`src/design/fpc_pkg.sv`:
```
package fpc_pkg;

	localparam int CH_COUNT   = 4;
	localparam int CH_W       = 2;
	localparam int LEN_W      = 15;
	localparam int VAL_W      = 16;
	localparam int BYTE_W     = 8;
	localparam int DIV_STEPS  = 16;
	localparam int CNT_W      = 4;

	localparam logic [BYTE_W-1:0] GRAY_BYTE    = 8'd77;
	localparam logic [BYTE_W-1:0] DENSITY_BYTE = 8'd0;

	// item sequencer states
	typedef enum logic [2:0] {
		SEQ_IDLE,
		SEQ_ANCHOR_START,
		SEQ_ANCHOR_WAIT,
		SEQ_COMMIT,
		SEQ_OUT_START,
		SEQ_OUT_WAIT,
		SEQ_PRESENT
	} seq_state_t;

	// blend unit states
	typedef enum logic [2:0] {
		BU_IDLE,
		BU_MUL_NEW,
		BU_MUL_OLD,
		BU_DIV,
		BU_DONE
	} bu_state_t;

	typedef struct packed {
		logic             start;
		logic [VAL_W-1:0] new_val;
		logic [VAL_W-1:0] old_val;
		logic [LEN_W-1:0] rem;
		logic [LEN_W-1:0] len;
	} blend_req_t;

	typedef struct packed {
		logic             done;
		logic [VAL_W-1:0] result;
	} blend_rsp_t;

endpackage

```
`src/design/fog_parameter_crossfader.sv`:
```
// An update with a nonzero fade length makes two passes of four channels
// (anchor, then output) through the shared multiply/divide; any other
// transaction makes the output pass only.
// Throughput: one transaction at a time; the next is taken once the result is
// loaded in the output register. Channels with ticks left take 16 divide steps.
// Reset: density 0, colours 77, no fade running.
module fog_parameter_crossfader import fpc_pkg::*; (
	input  logic              clk,
	input  logic              arst_n,
	input  logic              in_valid,
	output logic              in_stall,
	input  logic              operation,
	input  logic [BYTE_W-1:0] density_in,
	input  logic [BYTE_W-1:0] red_in,
	input  logic [BYTE_W-1:0] green_in,
	input  logic [BYTE_W-1:0] blue_in,
	input  logic [LEN_W-1:0]  fade_ticks,
	input  logic              submerged,
	output logic              out_valid,
	input  logic              out_stall,
	output logic [VAL_W-1:0]  density_out,
	output logic [BYTE_W-1:0] red_out,
	output logic [BYTE_W-1:0] green_out,
	output logic [BYTE_W-1:0] blue_out,
	output logic              fading
);

	seq_state_t state_q, state_d;
	logic [CH_W-1:0]   ch_q;
	logic              op_q;
	logic              sub_q;
	logic [LEN_W-1:0]  ticks_q;
	logic [BYTE_W-1:0] new_tgt_q [CH_COUNT];
	logic [BYTE_W-1:0] target_q  [CH_COUNT];
	logic [VAL_W-1:0]  snap_q    [CH_COUNT];
	logic [VAL_W-1:0]  cur_q     [CH_COUNT];
	logic [LEN_W-1:0]  len_q;
	logic [LEN_W-1:0]  rem_q;
	logic              out_valid_q;
	logic [VAL_W-1:0]  density_q;
	logic [BYTE_W-1:0] red_q, green_q, blue_q;
	logic              fading_q;
	blend_req_t        req;
	blend_rsp_t        rsp;
	logic              accept;
	logic              load_out;
	logic [VAL_W:0]    rnd [CH_COUNT];
	logic [BYTE_W-1:0] col [CH_COUNT];

	assign accept   = in_valid && !in_stall;
	assign in_stall = (state_q != SEQ_IDLE);
	assign load_out = (state_q == SEQ_PRESENT) && (!out_valid_q || !out_stall);

	// drive the shared blend unit with the selected channel
	always_comb begin
		req.start   = (state_q == SEQ_ANCHOR_START) || (state_q == SEQ_OUT_START);
		req.new_val = {target_q[ch_q], BYTE_W'(0)};
		req.old_val = snap_q[ch_q];
		req.rem     = rem_q;
		req.len     = len_q;
	end

	fpc_blend_unit u_blend (
		.clk    (clk),
		.arst_n (arst_n),
		.req    (req),
		.rsp    (rsp)
	);

	// sequence the anchor pass, state update and output pass
	always_comb begin
		state_d = state_q;
		unique case (state_q)
			SEQ_IDLE: begin
				if (in_valid) begin
					state_d = (operation && (fade_ticks != '0)) ? SEQ_ANCHOR_START
						: SEQ_COMMIT;
				end
			end
			SEQ_ANCHOR_START: state_d = SEQ_ANCHOR_WAIT;
			SEQ_ANCHOR_WAIT: begin
				if (rsp.done) begin
					state_d = (ch_q == CH_W'(CH_COUNT - 1)) ? SEQ_COMMIT : SEQ_ANCHOR_START;
				end
			end
			SEQ_COMMIT: state_d = SEQ_OUT_START;
			SEQ_OUT_START: state_d = SEQ_OUT_WAIT;
			SEQ_OUT_WAIT: begin
				if (rsp.done) begin
					state_d = (ch_q == CH_W'(CH_COUNT - 1)) ? SEQ_PRESENT : SEQ_OUT_START;
				end
			end
			SEQ_PRESENT: begin
				if (!out_valid_q || !out_stall) begin
					state_d = SEQ_IDLE;
				end
			end
			default: state_d = SEQ_IDLE;
		endcase
	end

	always_ff @(posedge clk or negedge arst_n) begin
		if (!arst_n) begin
			state_q <= SEQ_IDLE;
		end else begin
			state_q <= state_d;
		end
	end

	// advance the channel index
	always_ff @(posedge clk or negedge arst_n) begin
		if (!arst_n) begin
			ch_q <= '0;
		end else if (accept || (state_q == SEQ_COMMIT)) begin
			ch_q <= '0;
		end else if (rsp.done) begin
			ch_q <= ch_q + 1'b1;
		end
	end

	// capture the transaction fields
	always_ff @(posedge clk) begin
		if (accept) begin
			op_q         <= operation;
			sub_q        <= submerged;
			ticks_q      <= fade_ticks;
			new_tgt_q[0] <= density_in;
			new_tgt_q[1] <= red_in;
			new_tgt_q[2] <= green_in;
			new_tgt_q[3] <= blue_in;
		end
	end

	// hold blend results per channel
	always_ff @(posedge clk) begin
		if (rsp.done) begin
			cur_q[ch_q] <= rsp.result;
		end
	end

	// update fade state: re-anchor, load targets, or count a tick down
	always_ff @(posedge clk or negedge arst_n) begin
		if (!arst_n) begin
			target_q[0] <= DENSITY_BYTE;
			snap_q[0]   <= {DENSITY_BYTE, BYTE_W'(0)};
			for (int i = 1; i < CH_COUNT; i++) begin
				target_q[i] <= GRAY_BYTE;
				snap_q[i]   <= {GRAY_BYTE, BYTE_W'(0)};
			end
			len_q <= '0;
			rem_q <= '0;
		end else if (state_q == SEQ_COMMIT) begin
			if (op_q) begin
				for (int i = 0; i < CH_COUNT; i++) begin
					target_q[i] <= new_tgt_q[i];
					if (ticks_q != '0) begin
						snap_q[i] <= cur_q[i];
					end
				end
				len_q <= ticks_q;
				rem_q <= ticks_q;
			end else if (rem_q != '0) begin
				rem_q <= rem_q - 1'b1;
			end
		end
	end

	// round colours to the nearest byte, saturating
	always_comb begin
		for (int i = 0; i < CH_COUNT; i++) begin
			rnd[i] = (VAL_W+1)'(cur_q[i]) + (VAL_W+1)'(1 << (BYTE_W - 1));
			col[i] = rnd[i][VAL_W] ? {BYTE_W{1'b1}} : rnd[i][VAL_W-1:BYTE_W];
		end
	end

	// output register
	always_ff @(posedge clk or negedge arst_n) begin
		if (!arst_n) begin
			out_valid_q <= 1'b0;
		end else if (load_out) begin
			out_valid_q <= 1'b1;
		end else if (!out_stall) begin
			out_valid_q <= 1'b0;
		end
	end

	always_ff @(posedge clk) begin
		if (load_out) begin
			density_q <= sub_q ? '0 : cur_q[0];
			red_q     <= col[1];
			green_q   <= col[2];
			blue_q    <= col[3];
			fading_q  <= (rem_q != '0);
		end
	end

	assign out_valid   = out_valid_q;
	assign density_out = density_q;
	assign red_out     = red_q;
	assign green_out   = green_q;
	assign blue_out    = blue_q;
	assign fading      = fading_q;

endmodule

```
`src/design/fpc_blend_unit.sv`:
```
module fpc_blend_unit import fpc_pkg::*; (
	input  logic       clk,
	input  logic       arst_n,
	input  blend_req_t req,
	output blend_rsp_t rsp
);

	bu_state_t state_q, state_d;
	logic [VAL_W-1:0]        rmd_q;
	logic [VAL_W-1:0]        quo_q;
	logic [CNT_W-1:0]        cnt_q;
	logic [VAL_W-1:0]        mul_a;
	logic [LEN_W-1:0]        mul_b;
	logic [VAL_W+LEN_W-1:0]  prod;
	logic [2*VAL_W-1:0]      acc_sum;
	logic [VAL_W-1:0]        trial;
	logic                    fits;

	// share one multiplier between the two weighted terms
	always_comb begin
		if (state_q == BU_MUL_NEW) begin
			mul_a = req.new_val;
			mul_b = req.len - req.rem;
		end else begin
			mul_a = req.old_val;
			mul_b = req.rem;
		end
		prod = (VAL_W+LEN_W)'(mul_a) * (VAL_W+LEN_W)'(mul_b);
	end

	// accumulate: first term carries the half-divisor rounding offset
	always_comb begin
		if (state_q == BU_MUL_NEW) begin
			acc_sum = (2*VAL_W)'(prod) + (2*VAL_W)'(req.len >> 1);
		end else begin
			acc_sum = {rmd_q, quo_q} + (2*VAL_W)'(prod);
		end
	end

	// one restoring division step
	always_comb begin
		trial = {rmd_q[VAL_W-2:0], quo_q[VAL_W-1]};
		fits  = (trial >= VAL_W'(req.len));
	end

	always_comb begin
		state_d = state_q;
		unique case (state_q)
			BU_IDLE: begin
				if (req.start) begin
					state_d = (req.rem == '0) ? BU_DONE : BU_MUL_NEW;
				end
			end
			BU_MUL_NEW: state_d = BU_MUL_OLD;
			BU_MUL_OLD: state_d = BU_DIV;
			BU_DIV: begin
				if (cnt_q == CNT_W'(DIV_STEPS - 1)) begin
					state_d = BU_DONE;
				end
			end
			BU_DONE: state_d = BU_IDLE;
			default: state_d = BU_IDLE;
		endcase
	end

	always_ff @(posedge clk or negedge arst_n) begin
		if (!arst_n) begin
			state_q <= BU_IDLE;
		end else begin
			state_q <= state_d;
		end
	end

	// datapath registers
	always_ff @(posedge clk) begin
		unique case (state_q)
			BU_IDLE: begin
				cnt_q <= '0;
				if (req.start) begin
					quo_q <= req.new_val;
				end
			end
			BU_MUL_NEW, BU_MUL_OLD: begin
				rmd_q <= acc_sum[2*VAL_W-1:VAL_W];
				quo_q <= acc_sum[VAL_W-1:0];
			end
			BU_DIV: begin
				rmd_q <= fits ? (trial - VAL_W'(req.len)) : trial;
				quo_q <= {quo_q[VAL_W-2:0], fits};
				cnt_q <= cnt_q + 1'b1;
			end
			default: begin
				cnt_q <= '0;
			end
		endcase
	end

	assign rsp.done   = (state_q == BU_DONE);
	assign rsp.result = quo_q;

endmodule
```
`config.mk`:
```
export PLATFORM = sky130hd
export DESIGN_NAME = fog_parameter_crossfader
export DESIGN_NICKNAME = d
export VERILOG_FILES = /design/src/design/fpc_pkg.sv /design/src/design/fog_parameter_crossfader.sv /design/src/design/fpc_blend_unit.sv
export SDC_FILE = /design/constraint.sdc
export NUM_CORES = 1
export LEC_CHECK = 0
export BUFFER_PORTS_ARGS = -buffer_cell sky130_fd_sc_hd__clkbuf_2
export CAP_MARGIN = 15
export CORE_MARGIN = 1
export CORE_UTILIZATION = 45
export CTS_CLUSTER_DIAMETER = 30
export CTS_CLUSTER_SIZE = 40
export DETAILED_ROUTE_END_ITERATION = 12
export GPL_ROUTABILITY_DRIVEN = 1
export GPL_TIMING_DRIVEN = 0
export PLACE_DENSITY = 0.71
export SLEW_MARGIN = 10
export SYNTH_ARGS = -nofsm -noshare
export SYNTH_HDL_FRONTEND = slang
export SYNTH_SLANG_ARGS = --single-unit
```
`constraint.sdc`:
```
create_clock -name clk -period 12.45 [get_ports clk]
set_clock_uncertainty 0.15 [all_clocks]
set_input_delay 1.8675 -clock clk [delete_from_list [all_inputs] [get_ports clk]]
set_output_delay 1.8675 -clock clk [all_outputs]
set_load 0.01 [all_outputs]
```
# After elaboration in Yosys (flattened, before gate mapping)
# Memory sizes are Yosys's and may differ from the RTL's. A register that Yosys moved wholly into a read port is not among the register bits.
# Index checks and enable logic that the tools add are counted.
dict set report totals {
  wordCells 123
  ram_bits 96
  n_memories 2
  register_bits 197
  input_bits 53
}
dict set report classes {
  reduce_logical 31
  multipliers 1
  eq_ne 19
  add_sub_neg 10
  bitwise_logic 1
  mux 36
  order_cmp 2
}
# memory words width rd rd_ports_with_merged_regs write_ports line
set memory_table {}
lappend memory_table {cur_q 4 16 4 0 1 fog_parameter_crossfader.sv:36} ;# logic [VAL_W-1:0] cur_q [CH_COUNT];
lappend memory_table {new_tgt_q 4 8 4 4 4 fog_parameter_crossfader.sv:33} ;# logic [BYTE_W-1:0] new_tgt_q [CH_COUNT];
# cell count
set op_table {}
lappend op_table {{two-way mux 16 bit} 5}
lappend op_table {{adder 16 x 8 -> 17 bit, second input constant} 3}
lappend op_table {{one-hot mux 16 bit (3 select lines)} 1}
lappend op_table {{two-way mux 15 bit} 3}
lappend op_table {{nonzero test 15 bit} 3}
lappend op_table {{adder 31 x 14 -> 32 bit} 1}
lappend op_table {{adder 32 x 31 -> 32 bit} 1}
lappend op_table {{binary-select mux 16 bit (select 2 bit)} 1}
lappend op_table {{two-way mux 32 bit} 1}
lappend op_table {{one-hot mux 16 bit (2 select lines)} 1}
lappend op_table {{multiplier 16 x 15 -> 31 bit} 1}
lappend op_table {{two-way mux 3 bit} 7}
lappend op_table {{one-hot mux 3 bit (7 select lines)} 1}
lappend op_table {{binary-select mux 8 bit (select 2 bit)} 1}
lappend op_table {{>= comparator 16 x 15 -> 1 bit} 1}
lappend op_table {{two-way mux 8 bit} 2}
lappend op_table {{subtractor 16 x 15 -> 16 bit} 1}
lappend op_table {{zero test 15 bit} 1}
lappend op_table {{subtractor 15 x 1 -> 15 bit, second input constant} 1}
lappend op_table {{subtractor 15 bit} 1}
lappend op_table {{== test 3 x 2 -> 1 bit, second input constant} 4}
lappend op_table {{== test 3 bit, second input constant} 4}
lappend op_table {{one-hot mux 3 bit (4 select lines)} 1}
lappend op_table {{two-way mux 2 bit} 5}
lappend op_table {{other kinds (21)} 49}

# Depth between registers and ports, before layout
dict set report depth {
  depth_word 9
  ltp_mapped 39
  depth_no_buf 39
}

# By module
# Synthesis repeated with hierarchy kept, for this count alone.
dict set report unflattened {
  hier_cells 2469
  area_unflattened_um2 24900.1
}
# mod area_per_inst_um2 seq_area_each_um2 n_inst cells_each
set modules_own_cells {}
lappend modules_own_cells {fpc_blend_unit 13390.3 1126.1 1 1671}
lappend modules_own_cells {fog_parameter_crossfader 11509.8 7957.6 1 798}

# Least setup slack after synthesis
# Ideal clock, no wire load.
dict set report synth_path {
  path_type {reg-to-reg}
  from {reg rem_q[0]}
  to {reg u_blend.rmd_q[11], data pin}
  synth_period_minus_slack_ns 9.050
  path_buffers 1
  setup_ns 0.275
  stages_incl_launch_ff 35
  t_arrival_ns 8.624
  setup_slack_ns 3.400
  cell_sequence {dfrtp_1 -> ha_1 -> inv_1 -> fa_1 -> a211oi_1 -> o21bai_1 -> a31o_2 -> a21oi_1 -> xor2_1 -> o21ai_1 -> nand2_1 -> fa_1 -> fa_1 -> inv_1 -> fa_1 -> fa_1 -> fa_1 -> inv_1 -> fa_1 -> inv_1 -> ha_1 -> nand3_1 -> a2111oi_0 -> a22o_1 -> o21ai_0 -> xnor2_1 -> ha_1 -> clkbuf_1 -> a21o_1 -> a211o_1 -> nand2b_1 -> o221ai_1 -> nor2_1 -> a2111oi_0 -> o22ai_1}
}
dict set report synth_via {
  elab_chain_len 6
}
# element line
set synth_rtl {}
lappend synth_rtl {{from (decl)} fog_parameter_crossfader.sv:38} ;# logic [LEN_W-1:0] rem_q;
lappend synth_rtl {{from (signal assigned)} fog_parameter_crossfader.sv:161} ;# rem_q <= ticks_q;
lappend synth_rtl {{from (signal assigned)} fog_parameter_crossfader.sv:163} ;# rem_q <= rem_q - 1'b1;
lappend synth_rtl {{subtractor 15 bit} fpc_blend_unit.sv:23} ;# mul_b = req.len - req.rem;
lappend synth_rtl {{two-way mux 15 bit (*)} fpc_blend_unit.sv:21} ;# if (state_q == BU_MUL_NEW) begin
lappend synth_rtl {{multiplier 16 x 15 -> 31 bit (*)} fpc_blend_unit.sv:28} ;# prod = (VAL_W+LEN_W)'(mul_a) * (VAL_W+LEN_W)'(mul_b);
lappend synth_rtl {{adder 32 x 31 -> 32 bit or adder 31 x 14 -> 32 bit (tied branches)} {fpc_blend_unit.sv:36, fpc_blend_unit.sv:34}}
lappend synth_rtl {{two-way mux 32 bit (*)} fpc_blend_unit.sv:33} ;# if (state_q == BU_MUL_NEW) begin
lappend synth_rtl {{one-hot mux 16 bit (2 select lines) (*)} fpc_blend_unit.sv:76} ;# unique case (state_q)
lappend synth_rtl {{to (signal assigned)} fpc_blend_unit.sv:84} ;# rmd_q <= acc_sum[2*VAL_W-1:VAL_W];
lappend synth_rtl {{to (signal assigned)} fpc_blend_unit.sv:88} ;# rmd_q <= fits ? (trial - VAL_W'(req.len)) : trial;
lappend synth_rtl {{to (decl)} fpc_blend_unit.sv:9} ;# logic [VAL_W-1:0] rmd_q;
# Every way passes the cells marked *; elsewhere a longest branch is shown, timed or not.
# A chain may end at the register's enable or synchronous reset.

# Worst setup path in the final report
dict set report layout_path {
  from {reg ch_q[0]}
  to {reg u_blend.rmd_q[14], data pin}
}
dict set report layout_via {
  elab_chain_len 9
}
# element line
set layout_rtl {}
lappend layout_rtl {{from (decl)} fog_parameter_crossfader.sv:29} ;# logic [CH_W-1:0] ch_q;
lappend layout_rtl {{from (signal assigned)} fog_parameter_crossfader.sv:117} ;# ch_q <= ch_q + 1'b1;
lappend layout_rtl {{NOT 2 -> 3 bit (implied by the code) (*)} {fog_parameter_crossfader.sv:57, fog_parameter_crossfader.sv:58}}
lappend layout_rtl {{binary-select mux 16 bit (select 2 bit) or binary-select mux 8 bit (select 2 bit) (tied branches)} {fog_parameter_crossfader.sv:58, fog_parameter_crossfader.sv:57}}
lappend layout_rtl {{two-way mux 16 bit (implied by the code) or two-way mux 8 bit (tied branches) (2 in series)} {fog_parameter_crossfader.sv:58, fog_parameter_crossfader.sv:57}}
lappend layout_rtl {{two-way mux 16 bit (*)} fpc_blend_unit.sv:21}
lappend layout_rtl {{multiplier 16 x 15 -> 31 bit (*)} fpc_blend_unit.sv:28}
lappend layout_rtl {{adder 32 x 31 -> 32 bit or adder 31 x 14 -> 32 bit (tied branches)} {fpc_blend_unit.sv:36, fpc_blend_unit.sv:34}}
lappend layout_rtl {{two-way mux 32 bit (*)} fpc_blend_unit.sv:33}
lappend layout_rtl {{one-hot mux 16 bit (2 select lines) (*)} fpc_blend_unit.sv:76}
# Every way passes the cells marked *; elsewhere a longest branch is shown, timed or not. The select of a mux whose other input is x is not followed.

==> flow_summary.json <==
{
  "via_per_inst": 5.85,
  "grt.met2_usage": 0.416,
  "synth.distinct_cells": 79,
  "clockBufferDepth": 3,
  "placementRows": 85,
  "crit_type": "register to register",
  "yosysTopAreaCellShare": 0.232,
  "ys.flop_type": "edfxtp_1",
  "synth_edf_count": 189,
  "grt_first_pass_wirelength_um": 112000,
  "fin_crit_sh": 0.905,
  "syn_inst": 2328,
  "avgSynthCellArea_sq_um": 10.5,
  "drt-total-wl_um": 72000,
  "min-delay-path-class": "register to register",
  "ys_seq_area_frac": 0.371,
  "nFillCells": 4799,
  "crit_family": "compound AO/OA/AOI/OAI gates",
  "nNetsFinal": 2871,
  "crit_path_top_delay_cell": "o21ai_1",
  "postLayoutCoreUtil": 0.511,
  "rsz0062_at_grt": "false",
  "crit_top_cell": "fa_1",
  "critPathBufInv": 6,
  "rr_worst_depth": 33,
  "endpoint_kind": "register",
  "area_growth_pct": 12.3,
  "portBuffers": 95,
  "cts_setup_buffers": 0,
  "die_x_um": 235,
  "cts_made_buffers": 42,
  "max_freq_ghz": 0.0887,
  "synth_top_area_cell": "edfxtp_1",
  "synthArstFlopShare": 0.417,
  "start_util": 0.455,
  "vias": 18734,
  "status": "completed",
  "min_path_cells": 1,
  "dpl.hpwl_um": 57500,
  "drt_pass1_iterations": 8,
  "worst_ep_arrival_time_ns": 11.43,
  "cts.sinks": 324,
  "yosysWarnings": 0,
  "grt_most_used_layer": "met2",
  "synth_most_common_cell": "inv_1",
  "boundaryPins": 96,
  "slowest_delay_ns": 0.82,
  "dr.first_iter.drc_count": 1751,
  "finalSetupTns_ns": 0,
  "met3_usage": 0.0557,
  "ctsRootBufferMaster": "clkbuf_16",
  "grt_pass1_vias": 19138,
  "wire_per_inst_um": 22.5,
  "tightest_slew_ns": 1.08,
  "chipHeight_um": 235,
  "multiInputGateArea_sq_um": 14100,
  "fp.dieArea_sq_um": 55300,
  "ys_ff_latch": 324,
  "register_area_sq_um": 9080,
  "grt_max_degree": 98,
  "slew_headroom": 0.278,
  "drc": 0,
  "place.gp.congestion": 0.984,
  "synth_common_cells": "268 x inv_1, 256 x nand2_1, 189 x edfxtp_1",
  "slew_violations": 0,
  "cts_resized": 0,
  "synthesis.area_sq_um": 24500,
  "ant_nets": 0,
  "htreeDepth": 2,
  "cts_tree": "built",
  "synth_area_leaders": "edfxtp_1 23%, fa_1 15%, dfrtp_1 11%",
  "required_ns": 12.60,
  "cts.reportedPaths.clkPinSlew_ns": 0.07,
  "period_minus_slack_ns": 11.27,
  "drv_cap": 0,
  "cp.depth": 33,
  "drive_gt1_frac": 0.143,
  "r2r_slack_ns": 1.18,
  "use_met1": 0.360,
  "worstSetupStartpointType": "register",
  "cp_max_fo": 10,
  "ctsHoldBuffers": 0,
  "syn_nets": 2728,
  "grt-ovfl-total": 0,
  "hold_viol": 0,
  "grt.total_usage": 0.263,
  "clock_latency_ns": 0.55,
  "antenna_found_initial": 1,
  "coreArea_sq_um": 53800,
  "setup_viol": 0
}
-- state kept, by name, indices dropped and copies added (netlist names) --
register,count
green_out,8
fading,1
density_out,16
red_out,8
len_q,15
out_valid,1
u_blend.cnt_q,4
op_q,1
u_blend.rmd_q,15
ticks_q,15
u_blend.state_q,3
blue_out,8
state_q,3
target_q,32
snap_q,64
sub_q,1
cur_q,64
new_tgt_q,32
u_blend.quo_q,16
rem_q,15
ch_q,2
-- logic make-up after synthesis --
group           count (synthesis)  share of synthesized area
flops                         324                      0.371
simple gates                  697                      0.132
xor+xnor                       77                     0.0276
mux                           162                     0.0824
compound gates                374                     0.0988
fa+ha+maj                     347                      0.234
buf+inv                       347                     0.0542
-- stage by stage --
stage	cells	instance area (sq um)	hold slack [ns]	setup WS, ns
detailed placement	3122	25900	0.315	1.06
global route	3201	27500	0.339	0.629
finish	3202	27500	0.322	1.18
floorplan	2328	24500	0.295	3.40
CTS	3200	27500	0.322	0.995
global placement	3119	25800	0.308	1.19
-- area by class of cell --
class,count,area share
inverters,269,0.0367
repair buffers,99,0.0208
diodes,1,0.0000911
clock inverters,28,0.0133
plain buffers,78,0.0116
flip-flops and latches,324,0.331
multi-input cells,1657,0.512
well taps,696,0.0317
clock buffers,50,0.0428
-- per-layer routing --
layer / up-vias / wire length, um
li1: 8340 / -
met1: 9396 / 30400
met2: 840 / 32700
met3: 158 / 6180
met4: 0 / 2690
met5: - / 0
-- placed cells by master (no fill, tap or decap), drive strengths merged, types with 24 or more instances in the layout --
cell    count
inv       281
nand2     256
clkbuf    208
edfxtp    189
fa        183
nor2      169
ha        164
mux2      115
dfrtp     111
o21ai      98
a21oi      89
xnor2      53
and3       52
nand3      45
and2       39
a21o       35
nor3       34
mux2i      27
nor2b      27
xor2       24
dfstp      24
-- final timing paths --
check	from	endpoint
max	ch_q[0]	u_blend.rmd_q[14]
min	cur_q[2][2]	snap_q[18]
max reg2reg	ch_q[0]	u_blend.rmd_q[14]
min reg2reg	cur_q[2][2]	snap_q[18]
max in group asynchronous	arst_n	rem_q[14]
min in group asynchronous	arst_n	snap_q[9]
Power is not shown: default switching activity piles up to over one toggle a cycle in this logic, so the estimate is an artifact.
